$ cat config.mk
export PLATFORM = sky130hd
export DESIGN_NAME = dtmf_tone_generator_unit
export DESIGN_NICKNAME = d
export VERILOG_FILES = /design/src/rtl/dtg_pkg.sv /design/src/rtl/dtg_ctrl.sv /design/src/rtl/dtg_datapath.sv /design/src/rtl/dtmf_tone_generator_unit.sv
export SDC_FILE = /design/constraint.sdc
export NUM_CORES = 2
export LEC_CHECK = 0
export BUFFER_PORTS_ARGS = -buffer_cell sky130_fd_sc_hd__buf_2
export CORE_MARGIN = 2
export CORE_UTILIZATION = 44
export DETAILED_ROUTE_END_ITERATION = 6
export PLACE_DENSITY = 0.65
export SYNTH_ARGS = -nofsm -noshare
export SYNTH_HDL_FRONTEND = slang
export SYNTH_HIERARCHICAL = 1
export SYNTH_SLANG_ARGS = --single-unit
$ cat constraint.sdc
create_clock -name clk -period 24.1 [get_ports clk]
set_clock_uncertainty 0.2 [all_clocks]
set_input_delay 4.82 -clock clk [delete_from_list [all_inputs] [get_ports clk]]
set_output_delay 4.82 -clock clk [all_outputs]
set_load 0.01 [all_outputs]
$ cat src/rtl/dtg_pkg.sv
// Shared types, constants and helper functions of the DTMF tone generator.
// Used by dtg_ctrl, dtg_datapath and dtmf_tone_generator_unit; no dependencies.

package dtg_pkg;

    localparam int SAMPLE_BITS = 16;
    localparam int SUM_BITS    = SAMPLE_BITS + 1;
    localparam int PHASE_BITS  = 32;
    localparam int FREQ_BITS   = 11;
    localparam int RATE_BITS   = 18;
    localparam int DUR_BITS    = 16;
    localparam int AMP_BITS    = 15;
    localparam int MUL_BITS    = 16;

    // Quarter-wave polynomial coefficients, Q15
    localparam logic [MUL_BITS-1:0] POLY_A = 16'd51472;
    localparam logic [MUL_BITS-1:0] POLY_B = 16'd21024;
    localparam logic [MUL_BITS-1:0] POLY_C = 16'd2320;

    localparam logic [RATE_BITS-1:0] RATE_RESET      = 18'd8000;
    localparam logic [DUR_BITS-1:0]  DURATION_RESET  = 16'd800;
    localparam logic [AMP_BITS-1:0]  LOW_AMP_RESET   = 15'd9234;
    localparam logic [AMP_BITS-1:0]  HIGH_AMP_RESET  = 15'd11626;

    localparam logic CMD_TICK     = 1'b0;
    localparam logic CMD_SET_TONE = 1'b1;

    typedef enum logic [1:0] {
        REG_SAMPLE_RATE = 2'd0,
        REG_DURATION    = 2'd1,
        REG_LOW_AMP     = 2'd2,
        REG_HIGH_AMP    = 2'd3
    } dtg_reg_idx_t;

    typedef enum logic [2:0] {
        MUL_ZZ  = 3'd0,
        MUL_CZ2 = 3'd1,
        MUL_TZ2 = 3'd2,
        MUL_TZ  = 3'd3,
        MUL_AMP = 3'd4
    } dtg_mul_op_t;

    typedef struct packed {
        logic       cmd;
        logic [7:0] digit;
    } dtg_item_t;

    typedef struct packed {
        logic signed [SAMPLE_BITS-1:0] sample;
        logic                          tone_ending;
    } dtg_result_t;

    typedef struct packed {
        logic        load_key;
        logic        tick_start;
        logic        div_init;
        logic        div_step;
        logic        div_store;
        logic        sel_high;
        logic        sin_setup;
        logic        mul_en;
        dtg_mul_op_t mul_op;
        logic        finish;
    } dtg_cmd_t;

    typedef struct packed {
        logic key_valid;
        logic tone_on;
        logic out_free;
    } dtg_status_t;

    typedef struct packed {
        logic       valid;
        logic [1:0] row;
        logic [1:0] col;
    } dtg_key_t;

    function automatic dtg_key_t decode_key(input logic [7:0] ch);
        dtg_key_t k;
        k.valid = 1'b1;
        k.row   = 2'd0;
        k.col   = 2'd0;
        unique case (ch) inside
            8'h31:        begin k.row = 2'd0; k.col = 2'd0; end  // '1'
            8'h32:        begin k.row = 2'd0; k.col = 2'd1; end  // '2'
            8'h33:        begin k.row = 2'd0; k.col = 2'd2; end  // '3'
            8'h41, 8'h61: begin k.row = 2'd0; k.col = 2'd3; end  // 'A'
            8'h34:        begin k.row = 2'd1; k.col = 2'd0; end  // '4'
            8'h35:        begin k.row = 2'd1; k.col = 2'd1; end  // '5'
            8'h36:        begin k.row = 2'd1; k.col = 2'd2; end  // '6'
            8'h42, 8'h62: begin k.row = 2'd1; k.col = 2'd3; end  // 'B'
            8'h37:        begin k.row = 2'd2; k.col = 2'd0; end  // '7'
            8'h38:        begin k.row = 2'd2; k.col = 2'd1; end  // '8'
            8'h39:        begin k.row = 2'd2; k.col = 2'd2; end  // '9'
            8'h43, 8'h63: begin k.row = 2'd2; k.col = 2'd3; end  // 'C'
            8'h2A:        begin k.row = 2'd3; k.col = 2'd0; end  // '*'
            8'h30:        begin k.row = 2'd3; k.col = 2'd1; end  // '0'
            8'h23:        begin k.row = 2'd3; k.col = 2'd2; end  // '#'
            8'h44, 8'h64: begin k.row = 2'd3; k.col = 2'd3; end  // 'D'
            default:      k.valid = 1'b0;
        endcase
        return k;
    endfunction

    function automatic logic [FREQ_BITS-1:0] low_freq(input logic [1:0] row);
        logic [FREQ_BITS-1:0] f;
        case (row)
            2'd0:    f = 11'd697;
            2'd1:    f = 11'd770;
            2'd2:    f = 11'd852;
            default: f = 11'd941;
        endcase
        return f;
    endfunction

    function automatic logic [FREQ_BITS-1:0] high_freq(input logic [1:0] col);
        logic [FREQ_BITS-1:0] f;
        case (col)
            2'd0:    f = 11'd1209;
            2'd1:    f = 11'd1336;
            2'd2:    f = 11'd1477;
            default: f = 11'd1633;
        endcase
        return f;
    endfunction

endpackage

$ cat src/rtl/dtg_ctrl.sv
// Sequencer of the DTMF tone generator: takes input beats and steps the datapath.
// Depends on dtg_pkg.

module dtg_ctrl
    import dtg_pkg::*;
(
    input  logic        clk,
    input  logic        rst_n,
    input  logic        item_valid,
    output logic        item_ready,
    input  logic        item_cmd,
    input  dtg_status_t status,
    output dtg_cmd_t    cmd
);

    localparam int CNT_BITS = $clog2(PHASE_BITS);
    localparam logic [CNT_BITS-1:0] CNT_LAST = CNT_BITS'(PHASE_BITS - 1);

    typedef enum logic [6:0] {
        S_IDLE      = 7'b0000001,
        S_DIV_INIT  = 7'b0000010,
        S_DIV_RUN   = 7'b0000100,
        S_DIV_DONE  = 7'b0001000,
        S_SIN_SETUP = 7'b0010000,
        S_SIN_MUL   = 7'b0100000,
        S_FINISH    = 7'b1000000
    } dtg_state_t;

    dtg_state_t           state_reg, state_next;
    logic                 high_reg, high_next;
    logic [CNT_BITS-1:0]  cnt_reg, cnt_next;
    dtg_mul_op_t          op_reg, op_next;

    always_comb
    begin
        state_next     = state_reg;
        high_next      = high_reg;
        cnt_next       = cnt_reg;
        op_next        = op_reg;
        item_ready     = 1'b0;
        cmd            = '0;
        cmd.mul_op     = op_reg;
        cmd.sel_high   = high_reg;

        unique case (state_reg)
            S_IDLE:
            begin
                item_ready = 1'b1;
                if (item_valid)
                begin
                    high_next = 1'b0;
                    if (item_cmd == CMD_SET_TONE)
                    begin
                        cmd.load_key = 1'b1;
                        if (status.key_valid)
                            state_next = S_DIV_INIT;
                    end
                    else
                    begin
                        cmd.tick_start = 1'b1;
                        state_next     = status.tone_on ? S_SIN_SETUP : S_FINISH;
                    end
                end
            end
            S_DIV_INIT:
            begin
                cmd.div_init = 1'b1;
                cnt_next     = '0;
                state_next   = S_DIV_RUN;
            end
            S_DIV_RUN:
            begin
                cmd.div_step = 1'b1;
                cnt_next     = cnt_reg + 1'b1;
                if (cnt_reg == CNT_LAST)
                    state_next = S_DIV_DONE;
            end
            S_DIV_DONE:
            begin
                cmd.div_store = 1'b1;
                if (high_reg)
                    state_next = S_IDLE;
                else
                begin
                    high_next  = 1'b1;
                    state_next = S_DIV_INIT;
                end
            end
            S_SIN_SETUP:
            begin
                cmd.sin_setup = 1'b1;
                op_next       = MUL_ZZ;
                state_next    = S_SIN_MUL;
            end
            S_SIN_MUL:
            begin
                cmd.mul_en = 1'b1;
                case (op_reg)
                    MUL_ZZ:  op_next = MUL_CZ2;
                    MUL_CZ2: op_next = MUL_TZ2;
                    MUL_TZ2: op_next = MUL_TZ;
                    MUL_TZ:  op_next = MUL_AMP;
                    default:
                    begin
                        op_next = MUL_ZZ;
                        if (high_reg)
                            state_next = S_FINISH;
                        else
                        begin
                            high_next  = 1'b1;
                            state_next = S_SIN_SETUP;
                        end
                    end
                endcase
            end
            S_FINISH:
            begin
                // hold until the result register can take the beat
                if (status.out_free)
                begin
                    cmd.finish = 1'b1;
                    state_next = S_IDLE;
                end
            end
            default:
            begin
                state_next = S_IDLE;
            end
        endcase
    end

    always_ff @(posedge clk or negedge rst_n)
    begin
        if (!rst_n)
        begin
            state_reg <= S_IDLE;
            high_reg  <= 1'b0;
            cnt_reg   <= '0;
            op_reg    <= MUL_ZZ;
        end
        else
        begin
            state_reg <= state_next;
            high_reg  <= high_next;
            cnt_reg   <= cnt_next;
            op_reg    <= op_next;
        end
    end

endmodule

$ cat src/rtl/dtg_datapath.sv
// Datapath of the DTMF tone generator: radix-2 divider, shared sine multiplier,
// phase accumulators, tone counter and result register. Depends on dtg_pkg.

module dtg_datapath
    import dtg_pkg::*;
#(
    parameter int SINE_ADDR_BITS = 10
)
(
    input  logic                 clk,
    input  logic                 rst_n,
    input  dtg_cmd_t             cmd,
    output dtg_status_t          status,
    input  logic [7:0]           digit,
    input  logic [RATE_BITS-1:0] sample_rate,
    input  logic [DUR_BITS-1:0]  duration,
    input  logic [AMP_BITS-1:0]  low_amp,
    input  logic [AMP_BITS-1:0]  high_amp,
    output dtg_result_t          result,
    output logic                 result_valid,
    input  logic                 result_ready
);

    localparam int ZPAD = 17 - SINE_ADDR_BITS;

    // Tone state
    logic                  tone_on_reg;
    logic [PHASE_BITS-1:0] low_inc_reg, high_inc_reg;
    logic [PHASE_BITS-1:0] low_phase_reg, high_phase_reg;
    logic [DUR_BITS-1:0]   count_reg;
    logic [1:0]            row_reg, col_reg;

    // Divider
    logic [RATE_BITS-1:0]  rem_reg;
    logic [PHASE_BITS-1:0] quo_reg;
    logic                  sat_reg;

    // Sine evaluation
    logic [MUL_BITS-1:0]       z_reg, z2_reg, t_reg;
    logic [AMP_BITS-1:0]       s_reg;
    logic                      neg_reg;
    logic signed [SUM_BITS-1:0] sum_reg;

    dtg_result_t result_reg;
    logic        result_valid_reg;

    dtg_key_t                    key;
    logic [FREQ_BITS-1:0]        freq;
    logic [RATE_BITS:0]          div_shift, div_diff;
    logic                        div_fits;
    logic [PHASE_BITS-1:0]       phase;
    logic [SINE_ADDR_BITS-1:0]   sine_addr;
    logic [1:0]                  quarter;
    logic [14:0]                 z_pos;
    logic [MUL_BITS-1:0]         z_set;
    logic [MUL_BITS-1:0]         mul_a, mul_b;
    logic [2*MUL_BITS-1:0]       product;
    logic [MUL_BITS-1:0]         prod_hi;
    logic [AMP_BITS-1:0]         amp;
    logic signed [SUM_BITS-1:0]  term;
    logic [SAMPLE_BITS-1:0]      sum_sat;
    logic [DUR_BITS-1:0]         count_inc;
    logic                        ending;
    logic                        out_free;

    assign key  = decode_key(digit);
    assign freq = cmd.sel_high ? high_freq(col_reg) : low_freq(row_reg);

    // One restoring step: bring down a zero bit
    assign div_shift = {rem_reg, 1'b0};
    assign div_fits  = div_shift >= {1'b0, sample_rate};
    assign div_diff  = div_shift - {1'b0, sample_rate};

    assign phase     = cmd.sel_high ? high_phase_reg : low_phase_reg;
    assign sine_addr = phase[PHASE_BITS-1 -: SINE_ADDR_BITS];
    assign quarter   = sine_addr[SINE_ADDR_BITS-1 -: 2];
    assign z_pos     = {sine_addr[SINE_ADDR_BITS-3:0], {ZPAD{1'b0}}};
    // mirror in the second and fourth quarter
    assign z_set     = quarter[0] ? (16'h8000 - {1'b0, z_pos}) : {1'b0, z_pos};

    assign amp = cmd.sel_high ? high_amp : low_amp;

    always_comb
    begin
        case (cmd.mul_op)
            MUL_ZZ:  begin mul_a = z_reg;          mul_b = z_reg;        end
            MUL_CZ2: begin mul_a = POLY_C;         mul_b = z2_reg;       end
            MUL_TZ2: begin mul_a = t_reg;          mul_b = z2_reg;       end
            MUL_TZ:  begin mul_a = t_reg;          mul_b = z_reg;        end
            MUL_AMP: begin mul_a = {1'b0, s_reg};  mul_b = {1'b0, amp};  end
            default: begin mul_a = '0;             mul_b = '0;           end
        endcase
    end

    assign product = mul_a * mul_b;
    assign prod_hi = product[30:15];
    assign term    = neg_reg ? -SUM_BITS'(product[29:15]) : SUM_BITS'(product[29:15]);

    always_comb
    begin
        if (sum_reg[SUM_BITS-1] != sum_reg[SUM_BITS-2])
            sum_sat = sum_reg[SUM_BITS-1] ? {1'b1, {(SAMPLE_BITS-1){1'b0}}}
                                          : {1'b0, {(SAMPLE_BITS-1){1'b1}}};
        else
            sum_sat = sum_reg[SAMPLE_BITS-1:0];
    end

    assign count_inc = count_reg + 1'b1;
    assign ending    = tone_on_reg && (count_inc == duration);
    assign out_free  = !result_valid_reg || result_ready;

    always_ff @(posedge clk or negedge rst_n)
    begin
        if (!rst_n)
        begin
            tone_on_reg      <= 1'b0;
            low_inc_reg      <= '0;
            high_inc_reg     <= '0;
            low_phase_reg    <= '0;
            high_phase_reg   <= '0;
            count_reg        <= '0;
            result_valid_reg <= 1'b0;
        end
        else
        begin
            if (cmd.load_key)
            begin
                tone_on_reg <= key.valid;
                if (key.valid)
                    count_reg <= '0;
            end
            if (cmd.div_store)
            begin
                if (cmd.sel_high)
                    high_inc_reg <= sat_reg ? '1 : quo_reg;
                else
                    low_inc_reg  <= sat_reg ? '1 : quo_reg;
            end
            if (cmd.finish && tone_on_reg)
            begin
                low_phase_reg  <= low_phase_reg + low_inc_reg;
                high_phase_reg <= high_phase_reg + high_inc_reg;
                count_reg      <= count_inc;
                if (ending)
                    tone_on_reg <= 1'b0;
            end
            if (cmd.finish)
                result_valid_reg <= 1'b1;
            else if (result_ready)
                result_valid_reg <= 1'b0;
        end
    end

    always_ff @(posedge clk)
    begin
        if (cmd.load_key && key.valid)
        begin
            row_reg <= key.row;
            col_reg <= key.col;
        end
        if (cmd.div_init)
        begin
            rem_reg <= RATE_BITS'(freq);
            quo_reg <= '0;
            // rate at or below the frequency (zero included) overflows 32 bits
            sat_reg <= sample_rate <= RATE_BITS'(freq);
        end
        else if (cmd.div_step)
        begin
            rem_reg <= div_fits ? div_diff[RATE_BITS-1:0] : div_shift[RATE_BITS-1:0];
            quo_reg <= {quo_reg[PHASE_BITS-2:0], div_fits};
        end
        if (cmd.tick_start)
            sum_reg <= '0;
        if (cmd.sin_setup)
        begin
            z_reg   <= z_set;
            neg_reg <= quarter[1];
        end
        if (cmd.mul_en)
        begin
            case (cmd.mul_op)
                MUL_ZZ:  z2_reg  <= prod_hi;
                MUL_CZ2: t_reg   <= POLY_B - prod_hi;
                MUL_TZ2: t_reg   <= POLY_A - prod_hi;
                MUL_TZ:  s_reg   <= product[30] ? {AMP_BITS{1'b1}} : product[29:15];
                MUL_AMP: sum_reg <= sum_reg + term;
                default: ;
            endcase
        end
        if (cmd.finish)
        begin
            result_reg.sample      <= tone_on_reg ? sum_sat : '0;
            result_reg.tone_ending <= ending;
        end
    end

    assign result       = result_reg;
    assign result_valid = result_valid_reg;

    assign status.key_valid = key.valid;
    assign status.tone_on   = tone_on_reg;
    assign status.out_free  = out_free;

endmodule

$ cat src/rtl/dtmf_tone_generator_unit.sv
// Top level of the DTMF tone generator: APB register file, sequencer and datapath.
// Depends on dtg_pkg, dtg_ctrl and dtg_datapath.
//
//  channel   signals                               direction  beat
//  item      item_valid, item_ready, item          in         cmd, digit
//  result    result_valid, result_ready, result    out        sample, tone_ending
//  config    psel, penable, pwrite, paddr, pwdata  in         APB write, prdata read
//
// While a tone plays, a tick runs two sine
// evaluations of five steps each on the one shared 16x16 multiplier. A silent tick
// skips them, and an invalid set-tone is handled in idle. A valid set-tone runs
// two 32-step radix-2 divisions by the sample rate. Reset clears the tone state and
// loads the register defaults. A result that is not taken stalls only the next tick,
// at its last step; set-tone beats go on being accepted meanwhile.

module dtmf_tone_generator_unit
    import dtg_pkg::*;
#(
    parameter int SINE_ADDR_BITS = 10
)
(
    input  logic        clk,
    input  logic        rst_n,
    input  logic        item_valid,
    output logic        item_ready,
    input  dtg_item_t   item,
    output logic        result_valid,
    input  logic        result_ready,
    output dtg_result_t result,
    input  logic        psel,
    input  logic        penable,
    input  logic        pwrite,
    input  logic [3:0]  paddr,
    input  logic [31:0] pwdata,
    output logic [31:0] prdata,
    output logic        pready
);

    logic [RATE_BITS-1:0] sample_rate_reg;
    logic [DUR_BITS-1:0]  duration_reg;
    logic [AMP_BITS-1:0]  low_amp_reg;
    logic [AMP_BITS-1:0]  high_amp_reg;
    logic                 cfg_write;
    dtg_reg_idx_t         reg_idx;

    dtg_cmd_t    dp_cmd;
    dtg_status_t dp_status;

    assign pready    = 1'b1;
    assign cfg_write = psel && penable && pwrite;
    assign reg_idx   = dtg_reg_idx_t'(paddr[3:2]);

    always_ff @(posedge clk or negedge rst_n)
    begin
        if (!rst_n)
        begin
            sample_rate_reg <= RATE_RESET;
            duration_reg    <= DURATION_RESET;
            low_amp_reg     <= LOW_AMP_RESET;
            high_amp_reg    <= HIGH_AMP_RESET;
        end
        else if (cfg_write)
        begin
            unique case (reg_idx)
                REG_SAMPLE_RATE: sample_rate_reg <= pwdata[RATE_BITS-1:0];
                REG_DURATION:    duration_reg    <= pwdata[DUR_BITS-1:0];
                REG_LOW_AMP:     low_amp_reg     <= pwdata[AMP_BITS-1:0];
                REG_HIGH_AMP:    high_amp_reg    <= pwdata[AMP_BITS-1:0];
                default: ;
            endcase
        end
    end

    always_comb
    begin
        unique case (reg_idx)
            REG_SAMPLE_RATE: prdata = 32'(sample_rate_reg);
            REG_DURATION:    prdata = 32'(duration_reg);
            REG_LOW_AMP:     prdata = 32'(low_amp_reg);
            REG_HIGH_AMP:    prdata = 32'(high_amp_reg);
            default:         prdata = '0;
        endcase
    end

    dtg_ctrl u_ctrl (
        .clk        (clk),
        .rst_n      (rst_n),
        .item_valid (item_valid),
        .item_ready (item_ready),
        .item_cmd   (item.cmd),
        .status     (dp_status),
        .cmd        (dp_cmd)
    );

    dtg_datapath #(
        .SINE_ADDR_BITS (SINE_ADDR_BITS)
    ) u_datapath (
        .clk          (clk),
        .rst_n        (rst_n),
        .cmd          (dp_cmd),
        .status       (dp_status),
        .digit        (item.digit),
        .sample_rate  (sample_rate_reg),
        .duration     (duration_reg),
        .low_amp      (low_amp_reg),
        .high_amp     (high_amp_reg),
        .result       (result),
        .result_valid (result_valid),
        .result_ready (result_ready)
    );

    // A set-tone beat never produces a result beat right behind it
    assert property (@(posedge clk) disable iff (!rst_n)
        item_valid && item_ready && item.cmd == CMD_SET_TONE |=> !$rose(result_valid))
        else $error("result raised by a set-tone beat");

    // The sequencer finishes a tick only into a free result register
    assert property (@(posedge clk) disable iff (!rst_n)
        dp_cmd.finish |-> dp_status.out_free)
        else $error("finish step while result register is occupied");

    // A result appears only out of a finish step
    assert property (@(posedge clk) disable iff (!rst_n)
        $rose(result_valid) |-> $past(dp_cmd.finish))
        else $error("result valid without a finish step");

endmodule
==> flow_metrics.tcl <==
set metrics [dict create \
    drv_slew 0 \
    wl_per_cell_um 17.6 \
    yosys_warnings 6 \
    yosys.area.top_type "dfrtp_1" \
    hold_ws_ps 273 \
    fin_crit_sh 0.479 \
    critPathKind "reg -> reg" \
    worstPathArrival_ps 11860 \
    cts_max_path_buffers 3 \
    timing.rr.end "u_datapath/sum_reg[16]" \
    path_clk_slew_ps 60 \
    synth_ff_type "dfrtp_1" \
    cts_hold_buf 0 \
    hpwlAfterDp_um 56900 \
    synthTopCellsByCount "397 x nand2_1, 330 x inv_1, 325 x nor2_1" \
    final_layout_size_suffix_gt1_frac 0.0976 \
    syn_to_final_growth_pct 8.84 \
    period_needed_ps 11550 \
    via_per_inst 5.45 \
    path_max_fanout 45 \
    ys_seq_elements 372 \
    critPathCaptureType "flip-flop" \
    ctsHtreeMaxLevel 2 \
    max_stage_delay_ps 620 \
    drc 0 \
    fmax_mhz 86.6 \
    numCtsBuffers 43 \
    worstMarginPinSlew_ps 1150 \
    final_nets 3813 \
    vias 23500 \
    critPathTopFamily "adder cells" \
    fin_setup_tns_ps 0 \
    crit_top_cell "fa_1" \
    reg2reg_from "u_ctrl/op_reg[2]" \
    diodes 0 \
    holdCritPathClass "reg -> reg" \
    die_h_um 268 \
    grt_max_degree 123 \
    ioPinCount 104 \
    yosys.area.top_type_share 0.167 \
    placed_cell_area_sq_um 31900 \
    ant_nets 0 \
    hold_path_end "u_datapath/high_phase_reg[31]" \
    startpoint_type "flip-flop" \
    io_buffers 72 \
    core_area_sq_um 68800 \
    whs_path_depth 1 \
    grt-ovfl-total 0 \
    drt_iter0_drc 1506 \
    finalCoreUtilization 0.485 \
    ir_worst_vdd_v 0.0000526 \
    p_leak_nw 15.5 \
    initial_core_util 0.445 \
    status "complete, no violations" \
    synth_edf_count 90 \
    syn_inst 3312 \
    row_count 96 \
    power_w 0.00192 \
    rsz0062_at_grt "no" \
    track_usage 0.215 \
    yosysMostFrequentCell "nand2_1" \
    grt_pass1_wl_um 123000 \
    fp.dieArea_sq_um 71800 \
    ff2ff_path_depth 36 \
    cts_root_buf "clkbuf_16" \
    die_w_um 268 \
    worst_ep_required_time_ps 24410 \
    ys_types 104 \
    drv_cap 0 \
    place.gp.congestion 0.910 \
    seq_area_frac_synth 0.310 \
    critical_path_buf_inv_count 5 \
    hp-start "u_datapath/high_phase_reg[31]" \
    post_cts_resized 0 \
    powerDensity_nw_per_um2 57.4 \
    cts_tree "done" \
    drt_first_pass_iters 6 \
    clkSinkCount 372 \
    post_cts_buffers 0 \
    syn_area_per_cell_sq_um 9.25 \
    finalSetupViolCount 0 \
    synthesis.area_sq_um 30600 \
    synthArstFlopShare 0.608 \
    antenna_found_initial 2 \
    hold_viol_final 0 \
    r2r_slack_ps 12550 \
    slowest_stage "nor3b_4" \
    relSlewSlack 0.228 \
    synth_area_leaders "dfrtp_1 17%, fa_1 13%, ha_1 9.3%" \
    grt_pass1_vias 23500 \
    clock_latency_ps 580 \
    fin_area_sq_um 33400 \
    routed_wl_um 75900 \
]
## layout make-up
cell class,count,area [sq um]
Fill cell,6407,35500
Multi-Input combinational cell,2471,19300
Sequential cell,372,9510
Clock buffer,63,1270
Inverter,334,1250
Tap cell,931,1160
Timing Repair Buffer,115,693
Clock inverter,17,191
## per-layer routing
layer,vias to the layer above,GRT usage,share of wire
li1,11300,-,-
met1,11400,0.279,0.44
met2,538,0.366,0.48
met3,134,0.0268,0.047
met4,0,0.0856,0.038
met5,-,0,0
## placed cells by master, fill, tap and decap left out, drive strengths merged, types with 11 or more instances in the layout
cell type,count
a211oi,14
o22ai,14
mux2,68
a21o,57
xnor2,95
a22oi,16
dfxtp,56
dfrtp,204
o21bai,18
mux4,15
inv,338
buf,115
nor2b,20
ha,228
o21a,28
conb,15
or3,17
nand3b,20
fa,196
and3,34
mux2i,63
xor2,56
o211ai,14
a22o,11
nand2b,42
a21oi,152
a21boi,24
nor2,326
nand3,37
or2,13
clkbuf,63
nor3,36
nand2,397
o31ai,16
nand4,25
o21ai,226
and2,30
dfstp,22
edfxtp,90
## cells by family (layout without fill, tap and decap cells)
logic type / Yosys count / in the layout / share of synthesized area
compound gates: 691 / 691 / 0.144
xor+xnor: 151 / 151 / 0.0432
simple gates: 1044 / 1044 / 0.158
fa+ha+maj: 424 / 424 / 0.221
other cells: 2 / 15 / 0.000245
mux: 146 / 146 / 0.0598
buf+inv: 482 / 529 / 0.0640
flops: 372 / 372 / 0.310
## worst max-delay path by stage
stage                     start                      to  depth (start not counted)
3_5_place_dp   u_ctrl/op_reg[2]  u_datapath/sum_reg[16]                         36
3_3_place_gp   u_ctrl/op_reg[2]  u_datapath/sum_reg[16]                         36
2_1_floorplan          paddr[2]              prdata[10]                          3
5_1_grt        u_ctrl/op_reg[1]  u_datapath/sum_reg[16]                         37
4_1_cts        u_ctrl/op_reg[2]  u_datapath/sum_reg[16]                         36
6_report       u_ctrl/op_reg[2]  u_datapath/sum_reg[16]                         36
## per-stage QoR
step	setup WS [ps]	cells
global route	11680	4303
CTS	12590	4303
global placement	12800	4223
floorplan	13280	3325
detailed placement	12640	4223
finish	12550	4303
## worst register-to-register path: cells and delay by family, from the launching register on
kind | cells | cell delay (ps)
mux | 1 | 180
flops | 1 | 320
fa+ha+maj | 8 | 3970
xor+xnor | 2 | 610
simple gates | 14 | 3390
buf+inv | 5 | 930
compound gates | 6 | 1850
## where the power goes
part           switching, W  total (W)  internal [W]  leakage, nW
clock              0.000275   0.000677      0.000402        0.716
combinational      0.000276   0.000469      0.000194         10.5
sequential        0.0000629   0.000769      0.000706         4.25
total              0.000614    0.00192       0.00130         15.5
Power figures use the tool's default switching activity.
